==> config.mk <==
export PLATFORM = sky130hd
export DESIGN_NAME = dda_line_rasterizer_antialias
export DESIGN_NICKNAME = d
export VERILOG_FILES = /design/src/rtl/core/dla_pkg.sv /design/src/rtl/core/dla_div.sv /design/src/rtl/core/dla_datapath.sv /design/src/rtl/core/dla_ctrl.sv /design/src/rtl/core/dda_line_rasterizer_antialias.sv
export SDC_FILE = /design/constraint.sdc
export NUM_CORES = 1
export LEC_CHECK = 0
export ABC_CLOCK_PERIOD_IN_PS = 5700
export BUFFER_PORTS_ARGS = -buffer_cell sky130_fd_sc_hd__buf_2
export CORE_MARGIN = 4
export CORE_UTILIZATION = 55
export CTS_BUF_LIST = sky130_fd_sc_hd__clkbuf_16
export CTS_CLUSTER_DIAMETER = 40
export DETAILED_ROUTE_END_ITERATION = 6
export GPL_TIMING_DRIVEN = 0
export HOLD_SLACK_MARGIN = 0.05
export PLACE_DENSITY_LB_ADDON = 0.25
export SLEW_MARGIN = 20
export SYNTH_ARGS = -nofsm -noshare
export SYNTH_HDL_FRONTEND = slang
export SYNTH_SLANG_ARGS = --single-unit
==> constraint.sdc <==
create_clock -name clk_i -period 5.7 [get_ports clk_i]
set_input_delay 0.57 -clock clk_i [delete_from_list [all_inputs] [get_ports clk_i]]
set_output_delay 0.57 -clock clk_i [all_outputs]
set_load 0.01 [all_outputs]
==> src/rtl/core/dla_pkg.sv <==
`default_nettype none

package dla_pkg;

  // Default geometry: coordinate bits and fraction bits of the minor accumulator
  localparam int COORD_BITS_DEF = 12;
  localparam int FRAC_BITS_DEF  = 16;

  // Colour layout: three 8-bit channels, channel 0 in the low byte
  localparam int COLOR_W  = 24;
  localparam int CHAN_W   = 8;
  localparam int NUM_CHAN = 3;

  // Blend weight fraction and rounding term
  localparam int BLEND_W  = 8;
  localparam int BLEND_RND = 128;

  // Configuration register map
  localparam int          APB_ADDR_W     = 3;
  localparam int          APB_DATA_W     = 32;
  localparam logic        REG_LINE_COLOR = 1'b0;
  localparam logic        REG_ANTIALIAS  = 1'b1;
  localparam logic [23:0] LINE_COLOR_RST = 24'h0000ff;

  // Request opcodes
  localparam logic CMD_LOAD = 1'b0;
  localparam logic CMD_STEP = 1'b1;

  typedef enum logic [2:0] {
    ST_IDLE,
    ST_DIV_START,
    ST_DIV,
    ST_MUL,
    ST_PIX0,
    ST_PIX1
  } state_e;

  // Controller to datapath
  typedef struct packed {
    logic ld_line;
    logic kill;
    logic div_start;
    logic slope_wr;
    logic mul_en;
    logic emit0;
    logic emit1;
    logic advance;
  } dp_cmd_t;

  // Datapath to controller
  typedef struct packed {
    logic degenerate;
    logic step_ok;
    logic aa_mode;
    logic div_done;
    logic out_free;
  } dp_status_t;

endpackage

`default_nettype wire

==> src/rtl/core/dla_div.sv <==
`default_nettype none

module dla_div #(
  parameter int DIVIDEND_W = 28,
  parameter int DIVISOR_W  = 12
) (
  input  wire logic                  clk_i,
  input  wire logic                  rst_ni,
  input  wire logic                  start_i,
  input  wire logic [DIVIDEND_W-1:0] dividend_i,
  input  wire logic [DIVISOR_W-1:0]  divisor_i,
  output logic                       done_o,
  output logic [DIVIDEND_W-1:0]      quotient_o
);

  localparam int CNT_W = $clog2(DIVIDEND_W + 1);

  logic [DIVISOR_W-1:0]  rem_q, rem_d;
  logic [DIVIDEND_W-1:0] quo_q, quo_d;
  logic [CNT_W-1:0]      cnt_q, cnt_d;
  logic                  busy_q, busy_d;
  logic                  done_q, done_d;
  logic [DIVISOR_W:0]    trial;
  logic [DIVISOR_W:0]    diff;
  logic                  ge;

  // One restoring step: bring down the next dividend bit and try a subtract
  always_comb begin
    trial = {rem_q, quo_q[DIVIDEND_W-1]};
    diff  = trial - {1'b0, divisor_i};
    ge    = (trial >= {1'b0, divisor_i});
  end

  always_comb begin
    rem_d  = rem_q;
    quo_d  = quo_q;
    cnt_d  = cnt_q;
    busy_d = busy_q;
    done_d = 1'b0;
    if (start_i) begin
      rem_d  = '0;
      quo_d  = dividend_i;
      cnt_d  = CNT_W'(DIVIDEND_W);
      busy_d = 1'b1;
    end else if (busy_q) begin
      rem_d = ge ? diff[DIVISOR_W-1:0] : trial[DIVISOR_W-1:0];
      quo_d = {quo_q[DIVIDEND_W-2:0], ge};
      cnt_d = cnt_q - CNT_W'(1);
      if (cnt_q == CNT_W'(1)) begin
        busy_d = 1'b0;
        done_d = 1'b1;
      end
    end
  end

  always_ff @(posedge clk_i or negedge rst_ni) begin
    if (!rst_ni) begin
      cnt_q  <= '0;
      busy_q <= 1'b0;
      done_q <= 1'b0;
    end else begin
      cnt_q  <= cnt_d;
      busy_q <= busy_d;
      done_q <= done_d;
    end
  end

  always_ff @(posedge clk_i) begin
    rem_q <= rem_d;
    quo_q <= quo_d;
  end

  assign done_o     = done_q;
  assign quotient_o = quo_q;

endmodule

`default_nettype wire

==> src/rtl/core/dla_datapath.sv <==
`default_nettype none

module dla_datapath #(
  parameter int COORD_BITS = dla_pkg::COORD_BITS_DEF,
  parameter int FRAC_BITS  = dla_pkg::FRAC_BITS_DEF
) (
  input  wire logic                         clk_i,
  input  wire logic                         rst_ni,
  input  wire dla_pkg::dp_cmd_t             cmd_i,
  output dla_pkg::dp_status_t               status_o,
  input  wire logic [COORD_BITS-1:0]        x_start_i,
  input  wire logic [COORD_BITS-1:0]        y_start_i,
  input  wire logic [COORD_BITS-1:0]        x_end_i,
  input  wire logic [COORD_BITS-1:0]        y_end_i,
  input  wire logic [dla_pkg::COLOR_W-1:0]  background_color_i,
  input  wire logic [dla_pkg::COLOR_W-1:0]  line_color_i,
  input  wire logic                         antialias_on_i,
  output logic                              out_valid_o,
  input  wire logic                         out_stall_i,
  output logic [COORD_BITS:0]               pixel_x_o,
  output logic [COORD_BITS:0]               pixel_y_o,
  output logic [dla_pkg::COLOR_W-1:0]       pixel_color_o,
  output logic                              last_of_line_o
);

  import dla_pkg::*;

  localparam int CW = COORD_BITS;
  localparam int PW = COORD_BITS + 1;
  localparam int AW = COORD_BITS + FRAC_BITS;
  localparam int QW = FRAC_BITS + 1;
  localparam int SW = FRAC_BITS + 2;
  localparam int MW = 2 * (CHAN_W + 1);

  // Line state
  logic [CW-1:0]        pos_q, limit_q;
  logic [AW-1:0]        acc_q;
  logic signed [SW-1:0] slope_q;
  logic                 y_major_q, active_q, neg_q, mode_q;
  logic [COLOR_W-1:0]   bg_q;
  logic [CW-1:0]        dmaj_q, dmin_q;
  logic signed [MW-1:0] prod_q [NUM_CHAN];

  // Result register
  logic                 out_valid_q, out_valid_d;
  logic [PW-1:0]        px_q, py_q, px_d, py_d;
  logic [COLOR_W-1:0]   color_q, color_d;
  logic                 last_q, last_d;

  // Load set-up: axis choice and endpoint ordering
  logic signed [PW-1:0] dx, dy, ndx, ndy;
  logic [CW-1:0]        adx, ady, ma_s, ma_e, mi_s, mi_e, ma0, ma1, mi0;
  logic [CW-1:0]        dmaj, dmin;
  logic                 y_major, swap, minor_neg;

  always_comb begin
    dx      = signed'({1'b0, x_end_i}) - signed'({1'b0, x_start_i});
    dy      = signed'({1'b0, y_end_i}) - signed'({1'b0, y_start_i});
    ndx     = -dx;
    ndy     = -dy;
    adx     = dx[PW-1] ? ndx[CW-1:0] : dx[CW-1:0];
    ady     = dy[PW-1] ? ndy[CW-1:0] : dy[CW-1:0];
    y_major = ady > adx;
    ma_s    = y_major ? y_start_i : x_start_i;
    ma_e    = y_major ? y_end_i   : x_end_i;
    mi_s    = y_major ? x_start_i : y_start_i;
    mi_e    = y_major ? x_end_i   : y_end_i;
    swap    = ma_s > ma_e;
    ma0     = swap ? ma_e : ma_s;
    ma1     = swap ? ma_s : ma_e;
    mi0     = swap ? mi_e : mi_s;
    dmaj    = y_major ? ady : adx;
    dmin    = y_major ? adx : ady;
    minor_neg = (y_major ? dx[PW-1] : dy[PW-1]) ^ swap;
  end

  // Slope division
  logic          div_done;
  logic [AW-1:0] quotient;
  logic [QW-1:0] q_mag;
  logic signed [SW-1:0] slope_pos, slope_new;

  dla_div #(
    .DIVIDEND_W (AW),
    .DIVISOR_W  (CW)
  ) u_div (
    .clk_i      (clk_i),
    .rst_ni     (rst_ni),
    .start_i    (cmd_i.div_start),
    .dividend_i ({dmin_q, {FRAC_BITS{1'b0}}}),
    .divisor_i  (dmaj_q),
    .done_o     (div_done),
    .quotient_o (quotient)
  );

  always_comb begin
    q_mag     = quotient[QW-1:0];
    slope_pos = signed'({1'b0, q_mag});
    slope_new = neg_q ? -slope_pos : slope_pos;
  end

  // Step values derived from the accumulator
  logic [CW-1:0]        f_int;
  logic [BLEND_W-1:0]   frac_e;
  logic [AW:0]          rnd_sum;
  logic [PW-1:0]        minor_rnd, minor_fl, minor_nx, pos_ext;
  logic                 last_flag;
  logic signed [AW:0]   acc_sum;
  logic [CW-1:0]        pos_inc;

  always_comb begin
    f_int     = acc_q[AW-1:FRAC_BITS];
    frac_e    = acc_q[FRAC_BITS-1 -: BLEND_W];
    rnd_sum   = {1'b0, acc_q} + ((AW+1)'(1) << (FRAC_BITS - 1));
    minor_rnd = rnd_sum[AW:FRAC_BITS];
    minor_fl  = {1'b0, f_int};
    minor_nx  = minor_fl + PW'(1);
    pos_ext   = {1'b0, pos_q};
    last_flag = (pos_ext + PW'(1)) == {1'b0, limit_q};
    acc_sum   = signed'({1'b0, acc_q}) + (AW+1)'(slope_q);
    pos_inc   = pos_q + CW'(1);
  end

  // Blend products, one per channel: (line - background) * e
  logic signed [CHAN_W:0] ch_diff [NUM_CHAN];
  logic signed [MW-1:0]   ch_prod [NUM_CHAN];
  logic signed [MW-1:0]   t0 [NUM_CHAN];
  logic signed [MW-1:0]   t1 [NUM_CHAN];
  logic [COLOR_W-1:0]     color0, color1;

  always_comb begin
    for (int c = 0; c < NUM_CHAN; c++) begin
      ch_diff[c] = signed'({1'b0, line_color_i[c*CHAN_W +: CHAN_W]})
                 - signed'({1'b0, bg_q[c*CHAN_W +: CHAN_W]});
      ch_prod[c] = MW'(ch_diff[c]) * MW'(signed'({1'b0, frac_e}));
      // floor pixel: line + floor((128 - p) / 256); next pixel: bg + floor((p + 128) / 256)
      t0[c] = MW'(BLEND_RND) - prod_q[c];
      t1[c] = prod_q[c] + MW'(BLEND_RND);
      color0[c*CHAN_W +: CHAN_W] = line_color_i[c*CHAN_W +: CHAN_W] + t0[c][15:8];
      color1[c*CHAN_W +: CHAN_W] = bg_q[c*CHAN_W +: CHAN_W] + t1[c][15:8];
    end
  end

  // Result selection
  always_comb begin
    px_d    = px_q;
    py_d    = py_q;
    color_d = color_q;
    last_d  = last_q;
    if (cmd_i.emit0) begin
      px_d    = y_major_q ? (mode_q ? minor_fl : minor_rnd) : pos_ext;
      py_d    = y_major_q ? pos_ext : (mode_q ? minor_fl : minor_rnd);
      color_d = mode_q ? color0 : line_color_i;
      last_d  = mode_q ? 1'b0 : last_flag;
    end else if (cmd_i.emit1) begin
      px_d    = y_major_q ? minor_nx : pos_ext;
      py_d    = y_major_q ? pos_ext : minor_nx;
      color_d = color1;
      last_d  = last_flag;
    end
  end

  always_comb begin
    if (cmd_i.emit0 || cmd_i.emit1) begin
      out_valid_d = 1'b1;
    end else begin
      out_valid_d = out_valid_q && out_stall_i;
    end
  end

  // Control state of the line
  always_ff @(posedge clk_i or negedge rst_ni) begin
    if (!rst_ni) begin
      active_q    <= 1'b0;
      out_valid_q <= 1'b0;
    end else begin
      out_valid_q <= out_valid_d;
      if (cmd_i.ld_line || cmd_i.kill) begin
        active_q <= 1'b0;
      end else if (cmd_i.slope_wr) begin
        active_q <= 1'b1;
      end else if (cmd_i.advance && last_flag) begin
        active_q <= 1'b0;
      end
    end
  end

  // Payload registers
  always_ff @(posedge clk_i) begin
    if (cmd_i.ld_line) begin
      pos_q     <= ma0;
      limit_q   <= ma1;
      acc_q     <= {mi0, {FRAC_BITS{1'b0}}};
      bg_q      <= background_color_i;
      y_major_q <= y_major;
      neg_q     <= minor_neg;
      dmaj_q    <= dmaj;
      dmin_q    <= dmin;
      slope_q   <= '0;
    end else if (cmd_i.slope_wr) begin
      slope_q <= slope_new;
    end else if (cmd_i.advance) begin
      // clamp the minor position at zero
      acc_q <= acc_sum[AW] ? '0 : acc_sum[AW-1:0];
      pos_q <= pos_inc;
    end
    if (cmd_i.mul_en) begin
      mode_q <= antialias_on_i;
      for (int c = 0; c < NUM_CHAN; c++) begin
        prod_q[c] <= ch_prod[c];
      end
    end
    px_q    <= px_d;
    py_q    <= py_d;
    color_q <= color_d;
    last_q  <= last_d;
  end

  always_comb begin
    status_o.degenerate = (dmaj == '0);
    status_o.step_ok    = active_q && (pos_q < limit_q);
    status_o.aa_mode    = mode_q;
    status_o.div_done   = div_done;
    status_o.out_free   = !out_valid_q || !out_stall_i;
  end

  assign out_valid_o    = out_valid_q;
  assign pixel_x_o      = px_q;
  assign pixel_y_o      = py_q;
  assign pixel_color_o  = color_q;
  assign last_of_line_o = last_q;

`ifndef NO_ASSERTIONS
  // A pending pixel is never overwritten
  assert property (@(posedge clk_i) disable iff (!rst_ni)
    (cmd_i.emit0 || cmd_i.emit1) |-> (!out_valid_q || !out_stall_i))
    else $error("pixel emitted over a pending result");

  // The line only advances while a step remains
  assert property (@(posedge clk_i) disable iff (!rst_ni)
    cmd_i.advance |-> (active_q && (pos_q < limit_q)))
    else $error("advance without a remaining step");

  // The slope is written only for a freshly loaded line
  assert property (@(posedge clk_i) disable iff (!rst_ni)
    cmd_i.slope_wr |-> (div_done && !active_q))
    else $error("slope written outside a division");
`endif

endmodule

`default_nettype wire

==> src/rtl/core/dla_ctrl.sv <==
`default_nettype none

module dla_ctrl (
  input  wire logic                clk_i,
  input  wire logic                rst_ni,
  input  wire logic                in_valid_i,
  output logic                     in_stall_o,
  input  wire logic                cmd_i,
  input  wire dla_pkg::dp_status_t status_i,
  output dla_pkg::dp_cmd_t         dp_cmd_o
);

  import dla_pkg::*;

  state_e state_q, state_d;
  logic   in_accept;

  assign in_stall_o = (state_q != ST_IDLE);
  assign in_accept  = in_valid_i && !in_stall_o;

  // Next state
  always_comb begin
    state_d = state_q;
    case (state_q)
      ST_IDLE: begin
        if (in_accept) begin
          if (cmd_i == CMD_LOAD) begin
            state_d = status_i.degenerate ? ST_IDLE : ST_DIV_START;
          end else if (status_i.step_ok) begin
            state_d = ST_MUL;
          end
        end
      end
      ST_DIV_START: state_d = ST_DIV;
      ST_DIV: begin
        if (status_i.div_done) state_d = ST_IDLE;
      end
      ST_MUL: state_d = ST_PIX0;
      ST_PIX0: begin
        if (status_i.out_free) state_d = status_i.aa_mode ? ST_PIX1 : ST_IDLE;
      end
      ST_PIX1: begin
        if (status_i.out_free) state_d = ST_IDLE;
      end
      default: state_d = ST_IDLE;
    endcase
  end

  // Datapath commands
  always_comb begin
    dp_cmd_o = '0;
    case (state_q)
      ST_IDLE: begin
        if (in_accept) begin
          if (cmd_i == CMD_LOAD) begin
            dp_cmd_o.ld_line = 1'b1;
          end else if (!status_i.step_ok) begin
            dp_cmd_o.kill = 1'b1;
          end
        end
      end
      ST_DIV_START: dp_cmd_o.div_start = 1'b1;
      ST_DIV: dp_cmd_o.slope_wr = status_i.div_done;
      ST_MUL: dp_cmd_o.mul_en = 1'b1;
      ST_PIX0: begin
        if (status_i.out_free) begin
          dp_cmd_o.emit0   = 1'b1;
          dp_cmd_o.advance = !status_i.aa_mode;
        end
      end
      ST_PIX1: begin
        if (status_i.out_free) begin
          dp_cmd_o.emit1   = 1'b1;
          dp_cmd_o.advance = 1'b1;
        end
      end
      default: dp_cmd_o = '0;
    endcase
  end

  always_ff @(posedge clk_i or negedge rst_ni) begin
    if (!rst_ni) begin
      state_q <= ST_IDLE;
    end else begin
      state_q <= state_d;
    end
  end

endmodule

`default_nettype wire

==> src/rtl/core/dda_line_rasterizer_antialias.sv <==
`default_nettype none

// Antialiased DDA line rasterizer. A load request (cmd 0) latches two endpoints
// and a background colour, picks the major axis and divides once for the minor
// slope; each step request (cmd 1) then yields the pixel or pixels of one major
// coordinate, with last_of_line on the final one. A load runs through the
// restoring divider, which produces one quotient bit per cycle; a step passes
// the product register of the channel blend and then emits its pixel, or two
// pixels in antialias mode, through the output register, waiting while the
// output is stalled. A load of a degenerate line and a step with no line left
// are finished in the cycle in which they are accepted. The block accepts one
// request at a time; a finished pixel may wait in the output register while
// the next request is taken. Line colour sits at byte address 0 and the
// antialias enable at address 4 of the configuration port.
module dda_line_rasterizer_antialias #(
  parameter int COORD_BITS = dla_pkg::COORD_BITS_DEF,
  parameter int FRAC_BITS  = dla_pkg::FRAC_BITS_DEF
) (
  input  wire logic                           clk_i,
  input  wire logic                           rst_ni,
  input  wire logic                           psel,
  input  wire logic                           penable,
  input  wire logic                           pwrite,
  input  wire logic [dla_pkg::APB_ADDR_W-1:0] paddr,
  input  wire logic [dla_pkg::APB_DATA_W-1:0] pwdata,
  output logic [dla_pkg::APB_DATA_W-1:0]      prdata,
  output logic                                pready,
  input  wire logic                           in_valid_i,
  output logic                                in_stall_o,
  input  wire logic                           cmd_i,
  input  wire logic [COORD_BITS-1:0]          x_start_i,
  input  wire logic [COORD_BITS-1:0]          y_start_i,
  input  wire logic [COORD_BITS-1:0]          x_end_i,
  input  wire logic [COORD_BITS-1:0]          y_end_i,
  input  wire logic [dla_pkg::COLOR_W-1:0]    background_color_i,
  output logic                                out_valid_o,
  input  wire logic                           out_stall_i,
  output logic [COORD_BITS:0]                 pixel_x_o,
  output logic [COORD_BITS:0]                 pixel_y_o,
  output logic [dla_pkg::COLOR_W-1:0]         pixel_color_o,
  output logic                                last_of_line_o
);

  import dla_pkg::*;

  logic [COLOR_W-1:0] line_color_q;
  logic               antialias_q;
  logic               cfg_wr;
  logic               reg_sel;
  dp_cmd_t            dp_cmd;
  dp_status_t         dp_status;

  // Configuration registers
  assign pready  = 1'b1;
  assign reg_sel = paddr[2];
  assign cfg_wr  = psel && penable && pwrite && pready;

  always_ff @(posedge clk_i or negedge rst_ni) begin
    if (!rst_ni) begin
      line_color_q <= LINE_COLOR_RST;
      antialias_q  <= 1'b0;
    end else if (cfg_wr) begin
      case (reg_sel)
        REG_LINE_COLOR: line_color_q <= pwdata[COLOR_W-1:0];
        REG_ANTIALIAS:  antialias_q  <= pwdata[0];
        default: ;
      endcase
    end
  end

  always_comb begin
    case (reg_sel)
      REG_LINE_COLOR: prdata = APB_DATA_W'(line_color_q);
      REG_ANTIALIAS:  prdata = APB_DATA_W'(antialias_q);
      default:        prdata = '0;
    endcase
  end

  dla_ctrl u_ctrl (
    .clk_i      (clk_i),
    .rst_ni     (rst_ni),
    .in_valid_i (in_valid_i),
    .in_stall_o (in_stall_o),
    .cmd_i      (cmd_i),
    .status_i   (dp_status),
    .dp_cmd_o   (dp_cmd)
  );

  dla_datapath #(
    .COORD_BITS (COORD_BITS),
    .FRAC_BITS  (FRAC_BITS)
  ) u_datapath (
    .clk_i              (clk_i),
    .rst_ni             (rst_ni),
    .cmd_i              (dp_cmd),
    .status_o           (dp_status),
    .x_start_i          (x_start_i),
    .y_start_i          (y_start_i),
    .x_end_i            (x_end_i),
    .y_end_i            (y_end_i),
    .background_color_i (background_color_i),
    .line_color_i       (line_color_q),
    .antialias_on_i     (antialias_q),
    .out_valid_o        (out_valid_o),
    .out_stall_i        (out_stall_i),
    .pixel_x_o          (pixel_x_o),
    .pixel_y_o          (pixel_y_o),
    .pixel_color_o      (pixel_color_o),
    .last_of_line_o     (last_of_line_o)
  );

endmodule

`default_nettype wire
==> results.json, run 1 <==
{
  "routed_via_density": 5.87,
  "total_power_mw": 15.6,
  "synthesis.instances": 3025,
  "switching_share_pct": 42.3,
  "design.final.nets": 4035,
  "post_layout_nonfiller_instances": 4183,
  "r2r-start": "line_color_q[16]",
  "synthFlopType": "sky130_fd_sc_hd__edfxtp_1",
  "tightest_slew_ns": 1.22,
  "global_route.usage.met2_pct": 49.2,
  "postRouteWirelength_mm": 87.7,
  "finalWorstPathRequiredPeriod_ns": 6.21,
  "pin_count_of_the_biggest_net_entering_global_routing": 44,
  "report.final.slew_viol_count": 0,
  "share_of_final_layout_standard_cells_stronger_than_drive_strength_1_pct": 26.1,
  "m1_gr_usage_pct": 40.0,
  "tritoncts": "built",
  "max_buffers_root_to_sink": 3,
  "violation_count_after_the_first_detailed_routing_iteration": 1991,
  "critical_path_class": "in -> reg",
  "reg2reg_to": "u_datapath.prod_q[0][50]",
  "leakage_power_nw": 16.3,
  "crit_buf_inv": 8,
  "die_w_microns": 235,
  "violations": "setup timing",
  "drv_cap": 0,
  "groute.layer.met3.usage_pct": 5.66,
  "number_of_buffers_added_on_ports": 181,
  "crit_path_top_delay_cell": "sky130_fd_sc_hd__o41ai_4",
  "dr_drc_count": 0,
  "tritoncts_num_sinks": 297,
  "synthArstFlopShare_pct": 12.5,
  "irDropWorstVdd_mv": 0.594,
  "dp_cells": 3888,
  "power.share.clock_pct": 20.8,
  "worst_skew_pair_later_pin_latency_ns": 0.61,
  "power.share.combinational_pct": 57.1,
  "power_density_mw_per_mm2": 431,
  "crit_path_max_incr_delay_ns": 0.43,
  "cts.root.buffer_cell": "sky130_fd_sc_hd__clkbuf_16",
  "setup_violations": 48,
  "timing.hold.worst.start": "background_color_i[1]",
  "finalInstanceArea_sq_mm": 0.0361,
  "min_path_cells": 1,
  "seq_power_share_pct": 22.1,
  "detailed_place.area_sq_mm": 0.0304,
  "timing.clock.skew_ns": 0.0287,
  "synth_sequential_area_ratio_pct": 28.7,
  "path_depth_of_the_worst_reg2reg_path": 26,
  "holdWs_ns": 0.126,
  "core-area_sq_mm": 0.0505,
  "drt_pre_antenna_iters": 6,
  "post_synth_cell_types": 81,
  "ys.warnings.count": 0,
  "antenna_found_initial": 1,
  "net-switching-power_mw": 6.60,
  "num_io_pins": 201,
  "timing.reg2reg.setup_slack_ns": -0.36,
  "worst_slew_margin_rel_pct": 18.4,
  "path_max_fanout": 6,
  "worstSetupStartpoint": "y_end_i[0]",
  "crit_path_frequent_cell": "sky130_fd_sc_hd__buf_12",
  "setup_slack_ns": -0.510,
  "yosys.area.top_type_share_pct": 21.0,
  "fmax_mhz": 161,
  "antenna_violating_nets_post_route": 0,
  "worstHoldEndpoint": "u_datapath.bg_q[1]",
  "worst_ep_required_time_ns": 6.07,
  "synth-edff-count": 198,
  "flow.area_growth_from_synthesis_pct": 27.7,
  "num_rows": 82,
  "antenna_cells": 0,
  "die_area_sq_mm": 0.0551,
  "critPathCaptureType": "flop",
  "run_status": "finished with violations",
  "synth_largest_area_cell": "sky130_fd_sc_hd__edfxtp_1",
  "hpwl_dp_mm": 61.1,
  "grt_pass1_wl_mm": 134,
  "die_height_microns": 235,
  "hold_path.class": "in -> reg",
  "htreeDepth": 2,
  "top_usage_layer": "met2",
  "yosys_register_bits": 297,
  "routedWlPerCell_microns": 21.0,
  "grtUsageTotal_pct": 30.1,
  "critPathLaunchType": "input port",
  "worst_path_dominant_cell_family": "compound AO/OA/AOI/OAI gates",
  "timing.final.hold_violations": 0,
  "period_share_pct": 109,
  "vias": 24500,
  "post_synth.cell_area_avg_sq_um": 9.35,
  "netlist_top_cells_area": "sky130_fd_sc_hd__edfxtp_1 (21%), sky130_fd_sc_hd__fa_1 (13%), sky130_fd_sc_hd__ha_1 (12%)",
  "globalplace.congestion": 0.946,
  "post_synth_most_frequent_cells": "sky130_fd_sc_hd__inv_1 (397), sky130_fd_sc_hd__ha_1 (276), sky130_fd_sc_hd__nand2_1 (260)",
  "initial_utilization_pct": 56.1,
  "syn_area_sq_mm": 0.0283,
  "leading_cell_type_by_number_of_instances_after_synthesis": "sky130_fd_sc_hd__inv_1",
  "total_clock_buffers_created_by_cts": 54,
  "clk_transition_reported_paths_ns": 0.06,
  "internal_power_mw": 8.99,
  "critPathArrivalTime_ns": 6.58,
  "rsz0062_at_grt": "true",
  "first_global_vias": 25100,
  "grt.overflow.total": 0
}
## metrics by stage
stage	utilization [%]	setup WS, ns	TNS, ns
after floorplan	-	-0.338	-9.74
after global placement	60.0	-1.72	-60.98
after detailed placement	60.2	-1.81	-65.84
after CTS	69.4	-0.308	-7.66
after global routing	71.6	-0.644	-21.90
final	71.6	-0.510	-14.71
## what timing repair did
item | 4_1_cts | 5_1_grt
hold endpoints to repair | 0 | 19
cloned | 4 | 0
pin swaps | 224 | 185
setup buffers | 146 | 59
hold buffers | 0 | 1
gates resized for setup | 325 | 181
setup endpoints to repair | 56 | 55
## state kept, by name, summed over array words and instances, names as in the netlist, 3 cells and up
register                     flops
u_datapath.prod_q               48
u_datapath.acc_q                28
u_datapath.u_div.quotient_o     28
line_color_q                    24
u_datapath.bg_q                 24
u_datapath.pixel_color_o        24
u_datapath.slope_q              18
u_datapath.pixel_x_o            13
u_datapath.pixel_y_o            13
u_datapath.dmaj_q               12
u_datapath.dmin_q               12
u_datapath.limit_q              12
u_datapath.pos_q                12
u_datapath.u_div.rem_q          12
u_datapath.u_div.cnt_q           5
u_ctrl.state_q                   3
## worst reg2reg max path, cell delays in order (launching register included)
cell and delay [ns]:
sky130_fd_sc_hd__dfrtp_1 0.39, sky130_fd_sc_hd__inv_2 0.08, sky130_fd_sc_hd__ha_4 0.14, sky130_fd_sc_hd__inv_4 0.03
sky130_fd_sc_hd__fa_2 0.34, sky130_fd_sc_hd__a21o_1 0.21, sky130_fd_sc_hd__a21oi_4 0.18, sky130_fd_sc_hd__o21bai_1 0.11
sky130_fd_sc_hd__a21oi_2 0.14, sky130_fd_sc_hd__buf_6 0.14, sky130_fd_sc_hd__o21bai_4 0.08, sky130_fd_sc_hd__a21oi_4 0.21
sky130_fd_sc_hd__nand2_4 0.09, sky130_fd_sc_hd__fa_1 0.59, sky130_fd_sc_hd__inv_2 0.05, sky130_fd_sc_hd__fa_1 0.48
sky130_fd_sc_hd__fa_1 0.55, sky130_fd_sc_hd__fa_1 0.57, sky130_fd_sc_hd__ha_4 0.22, sky130_fd_sc_hd__a21boi_4 0.14
sky130_fd_sc_hd__o21ai_2 0.11, sky130_fd_sc_hd__nand2_1 0.09, sky130_fd_sc_hd__a21o_1 0.22, sky130_fd_sc_hd__a21o_1 0.22
sky130_fd_sc_hd__a21o_1 0.19, sky130_fd_sc_hd__a21oi_2 0.16, sky130_fd_sc_hd__xnor2_1 0.08
## logic make-up (layout without fill, tap and decap cells)
family / Yosys count / count (layout) / share of synthesized area (%)
AOI/OAI and AO/OA: 538 / 538 / 12.4
DFF: 297 / 297 / 28.7
and+or+nand+nor: 830 / 830 / 14.0
buffers and inverters: 507 / 986 / 6.88
muxes: 133 / 133 / 4.89
xor gates and xnor gates: 264 / 264 / 8.22
adders and majority gates: 454 / 454 / 24.8
other: 2 / 9 / 0.0265
## worst max path at each step
stage	end	slack, ns	cells after the start
finish	u_datapath.acc_q[16]	-0.51	30
global route	u_datapath.acc_q[17]	-0.64	32
CTS	u_datapath.acc_q[26]	-0.31	33
detailed placement	u_datapath.pos_q[9]	-1.81	34
global placement	u_datapath.pos_q[10]	-1.72	29
floorplan	u_datapath.acc_q[26]	-0.34	34
## layout make-up
type	count	area (sq um)
multi-input combinational	2228	20400
fill	3531	14400
sequential	297	8130
timing repair buffer	378	2710
inverter	399	1540
clock buffer	55	1380
tap	672	841
buffer	108	621
clock inverter	46	465
## cell usage in the layout, fill, tap and decap left out, types with 17 or more instances in the layout
cell / n
sky130_fd_sc_hd__a211oi_1: 20
sky130_fd_sc_hd__a21o_1: 51
sky130_fd_sc_hd__a21oi_1: 140
sky130_fd_sc_hd__a21oi_2: 28
sky130_fd_sc_hd__a21oi_4: 19
sky130_fd_sc_hd__and2_1: 100
sky130_fd_sc_hd__buf_2: 179
sky130_fd_sc_hd__buf_4: 156
sky130_fd_sc_hd__buf_6: 46
sky130_fd_sc_hd__clkbuf_1: 70
sky130_fd_sc_hd__clkbuf_16: 58
sky130_fd_sc_hd__dfrtp_1: 27
sky130_fd_sc_hd__dfxtp_1: 62
sky130_fd_sc_hd__edfxtp_1: 198
sky130_fd_sc_hd__fa_1: 162
sky130_fd_sc_hd__ha_1: 221
sky130_fd_sc_hd__ha_4: 47
sky130_fd_sc_hd__inv_1: 345
sky130_fd_sc_hd__inv_2: 46
sky130_fd_sc_hd__mux2_2: 42
sky130_fd_sc_hd__mux2i_1: 70
sky130_fd_sc_hd__nand2_1: 229
sky130_fd_sc_hd__nand2_2: 19
sky130_fd_sc_hd__nand2b_1: 20
sky130_fd_sc_hd__nand3_1: 55
sky130_fd_sc_hd__nand4_1: 17
sky130_fd_sc_hd__nor2_1: 183
sky130_fd_sc_hd__nor2b_1: 62
sky130_fd_sc_hd__nor3_1: 38
sky130_fd_sc_hd__o211ai_1: 29
sky130_fd_sc_hd__o21a_1: 18
sky130_fd_sc_hd__o21ai_0: 65
sky130_fd_sc_hd__o21bai_1: 27
sky130_fd_sc_hd__xnor2_1: 169
sky130_fd_sc_hd__xor2_1: 57
## power groups by stage
stage	Sequential (mW)	Combinational, mW	Clock [mW]
floorplan	3.36	4.78	0
global placement	3.47	6.31	0
detailed placement	3.46	6.52	0
CTS	3.42	8.09	3.27
global route	3.49	9.56	3.38
finish	3.44	8.91	3.24
## layer usage
metal  up-vias  wire length, microns
met5         -                     0
met2      1064                 41900
li1      11100                     -
met3       253                  6300
met1     12100                 36100
met4         0                  3430
Note: power is estimated with default switching activity, not from simulation.
==> run 2: changes to the inputs <==
ABC_AREA = 1   (was unset)
==> run 2 against run 1 <==
The flow still finishes with violations (setup timing); critical path depth rose by 3; sequential share of layout area rose by 1.1 points; clock-buffer cell count is 2 lower; design area is 4.6% lower; maximum frequency grew 5.2%; register-to-register slack better by 0.16 ns; cell count is 13% higher; largest cell class unchanged.
==> results.json, run 2 <==
{
  "multi_input_area_sq_mm": 0.0186,
  "grt_pass1_wl_mm": 134,
  "htreeDepth": 2,
  "regArea_sq_mm": 0.00813,
  "routedWlPerCell_microns": 18.1,
  "cts.root.buffer_cell": "sky130_fd_sc_hd__clkbuf_16",
  "r2r-start": "u_datapath.bg_q[10]",
  "report.final.slew_viol_count": 0,
  "largest_reg_flops": 48,
  "worst_ep_required_time_ns": 6.05,
  "rsz0062_at_grt": "true",
  "path_depth_of_the_worst_reg2reg_path": 33,
  "routed_via_density": 5.45,
  "path_max_fanout": 4,
  "crit_path_frequent_cell": "sky130_fd_sc_hd__a21oi_2",
  "post_synth.cell_area_avg_sq_um": 7.84,
  "netlist_top_cells_area": "sky130_fd_sc_hd__edfxtp_1 (21%), sky130_fd_sc_hd__fa_1 (12%), sky130_fd_sc_hd__ha_1 (12%)",
  "synth_largest_area_cell": "sky130_fd_sc_hd__edfxtp_1",
  "post_layout_nonfiller_instances": 4738,
  "critPathLaunchType": "flop",
  "yosys.area.top_type_share_pct": 20.7,
  "critical_path_class": "reg -> reg",
  "worst_slew_margin_rel_pct": 23.7,
  "post_synth_cell_types": 65,
  "violation_count_after_the_first_detailed_routing_iteration": 2433,
  "tightest_slew_ns": 1.15,
  "num_rows": 83,
  "synthArstFlopShare_pct": 12.5,
  "period_share_pct": 104,
  "ys.warnings.count": 0,
  "tritoncts_num_sinks": 297,
  "reg2reg_to": "u_datapath.prod_q[0][32]",
  "flow.area_growth_from_synthesis_pct": 19.8,
  "pin_count_of_the_biggest_net_entering_global_routing": 38,
  "finalWorstPathRequiredPeriod_ns": 5.90,
  "crit_buf_inv": 7,
  "setup_slack_ns": -0.203,
  "grtUsageTotal_pct": 29.8,
  "post_synth_most_frequent_cells": "sky130_fd_sc_hd__nand2_1 (719), sky130_fd_sc_hd__inv_1 (711), sky130_fd_sc_hd__nor2_1 (344)",
  "timing.final.hold_violations": 0,
  "finalInstanceArea_sq_mm": 0.0345,
  "hold_buffers": 0,
  "run_status": "finished with violations",
  "globalplace.congestion": 0.990,
  "synthesis.instances": 3670,
  "worst_path_dominant_cell_family": "adder cells",
  "layout.filler_cells": 4249,
  "drv_cap": 0,
  "tritoncts": "built",
  "core-area_sq_mm": 0.0515,
  "dp_cells": 4546,
  "detailed_place.area_sq_mm": 0.0307,
  "leading_cell_type_by_number_of_instances_after_synthesis": "sky130_fd_sc_hd__nand2_1",
  "antenna_found_initial": 1,
  "first_global_vias": 25000,
  "timing.reg2reg.setup_slack_ns": -0.20,
  "drt_pre_antenna_iters": 6,
  "most-common-layout-cells": "sky130_fd_sc_hd__inv_1 (683), sky130_fd_sc_hd__nand2_1 (680), sky130_fd_sc_hd__nor2_1 (332)",
  "synth-edff-count": 198,
  "clk_transition_reported_paths_ns": 0.06,
  "num_io_pins": 201,
  "worst_skew_pair_later_pin_latency_ns": 0.62,
  "fmax_mhz": 169,
  "timing.clock.skew_ns": 0.0321,
  "design.final.nets": 4583,
  "critPathArrivalTime_ns": 6.25,
  "hpwl_dp_mm": 64.7,
  "critical_path_depth": 33,
  "setup_violations": 6,
  "final_common_cell": "sky130_fd_sc_hd__inv_1",
  "dr_drc_count": 0,
  "initial_utilization_pct": 55.8,
  "min_path_cells": 1,
  "total_clock_buffers_created_by_cts": 51,
  "crit_path_max_incr_delay_ns": 0.58,
  "vias": 25800,
  "die_w_microns": 237,
  "syn_area_sq_mm": 0.0288,
  "die_height_microns": 237,
  "max_buffers_root_to_sink": 3,
  "yosys_register_bits": 297,
  "antenna_violating_nets_post_route": 0,
  "critPathCaptureType": "flop",
  "postRouteWirelength_mm": 85.9,
  "share_of_final_layout_standard_cells_stronger_than_drive_strength_1_pct": 17.5,
  "timing.hold.worst.start": "background_color_i[9]",
  "hold_path.class": "in -> reg",
  "violations": "setup timing",
  "synth_sequential_area_ratio_pct": 28.2,
  "number_of_buffers_added_on_ports": 180,
  "synthFlopType": "sky130_fd_sc_hd__edfxtp_1",
  "worstHoldEndpoint": "u_datapath.bg_q[9]",
  "die_area_sq_mm": 0.0560,
  "crit_path_top_delay_cell": "sky130_fd_sc_hd__fa_1",
  "max_flop_register": "u_datapath.prod_q",
  "grt.overflow.total": 0
}
-- run 2: cell types whose count changed in the layout (fill, tap and decap cells not counted), sizes merged, moves of 81 or more --
cell / before / now
and2: 103 / 9
inv: 420 / 747
nand2: 260 / 742
o21ai: 92 / 229
xnor2: 191 / 54
mux2i: 91 / 0
nor2: 195 / 355
buf: 404 / 323
-- run 2: final cells by class --
cell class              count  share of cell area (%)
multi-input cells        2551                    53.9
flip-flops and latches    297                    23.6
inverters                 729                    7.98
repair buffers            284                    5.12
clock buffers              53                    3.85
well taps                 680                    2.47
plain buffers             100                    1.63
clock inverters            43                    1.48
diodes                      1                 0.00726
-- run 2: routing by layer --
metal / vias up / GRT usage (%) / wire length (microns) / part of all wire, %
li1: 12400 / - / - / -
met1: 12200 / 42.6 / 37200 / 43
met2: 1066 / 45.9 / 37800 / 44
met3: 158 / 7.28 / 8730 / 10
met4: 0 / 7.41 / 2120 / 2.5
met5: - / 0 / 0 / 0
-- run 2: repair_timing --
action / CTS / global route
resized for setup: 178 / 176
setup buffers: 63 / 41
pin swaps: 90 / 115
setup endpoints to repair: 55 / 51
-- run 2: worst register-to-register path: cells and delay by family, from the launching register on --
| family | cells | cell delay, ns |
|---|---|---|
| AO/OA/AOI/OAI | 7 | 0.82 |
| flip-flops | 1 | 0.43 |
| AND/OR/NAND/NOR | 12 | 1.27 |
| adder cells (fa/ha/maj) | 6 | 2.52 |
| buffers and inverters | 7 | 0.54 |
| XOR/XNOR | 1 | 0.06 |
-- run 2: worst max path at each step --
stage	start	endpoint	slack, ns
after floorplan	line_color_q[0]	u_datapath.prod_q[0][15]	0.02
after global placement	out_stall_i	u_datapath.pos_q[9]	-2.72
after detailed placement	y_end_i[0]	u_datapath.acc_q[26]	-1.28
after CTS	u_datapath.bg_q[18]	u_datapath.prod_q[0][50]	-0.07
after global routing	u_datapath.bg_q[10]	u_datapath.prod_q[0][32]	-0.44
final	u_datapath.bg_q[10]	u_datapath.prod_q[0][32]	-0.20
-- run 2: logic make-up after synthesis --
logic type	Yosys count	share of synthesized area [%]
AND/OR/NAND/NOR	1320	19.1
adder cells (fa/ha/maj)	454	24.4
other	2	0.0261
buffers and inverters	829	11.1
flip-flops	297	28.2
AO/OA/AOI/OAI	588	11.6
XOR/XNOR	180	5.51
-- run 2: metrics by stage --
step                setup TNS (ns)  hold slack [ns]  util, %  setup slack, ns
floorplan                        0            0.274        -           0.0176
global placement           -206.56            0.464     59.3            -2.72
detailed placement          -43.23            0.470     59.6            -1.28
CTS                         -0.222            0.106     65.3          -0.0716
global route                 -3.14           0.0996     66.9           -0.436
finish                      -0.725            0.125     66.9           -0.203
Power of run 2 is left out: the tool's default activity adds up to more than one toggle a clock period on the data nets, which glitch-free logic cannot reach.
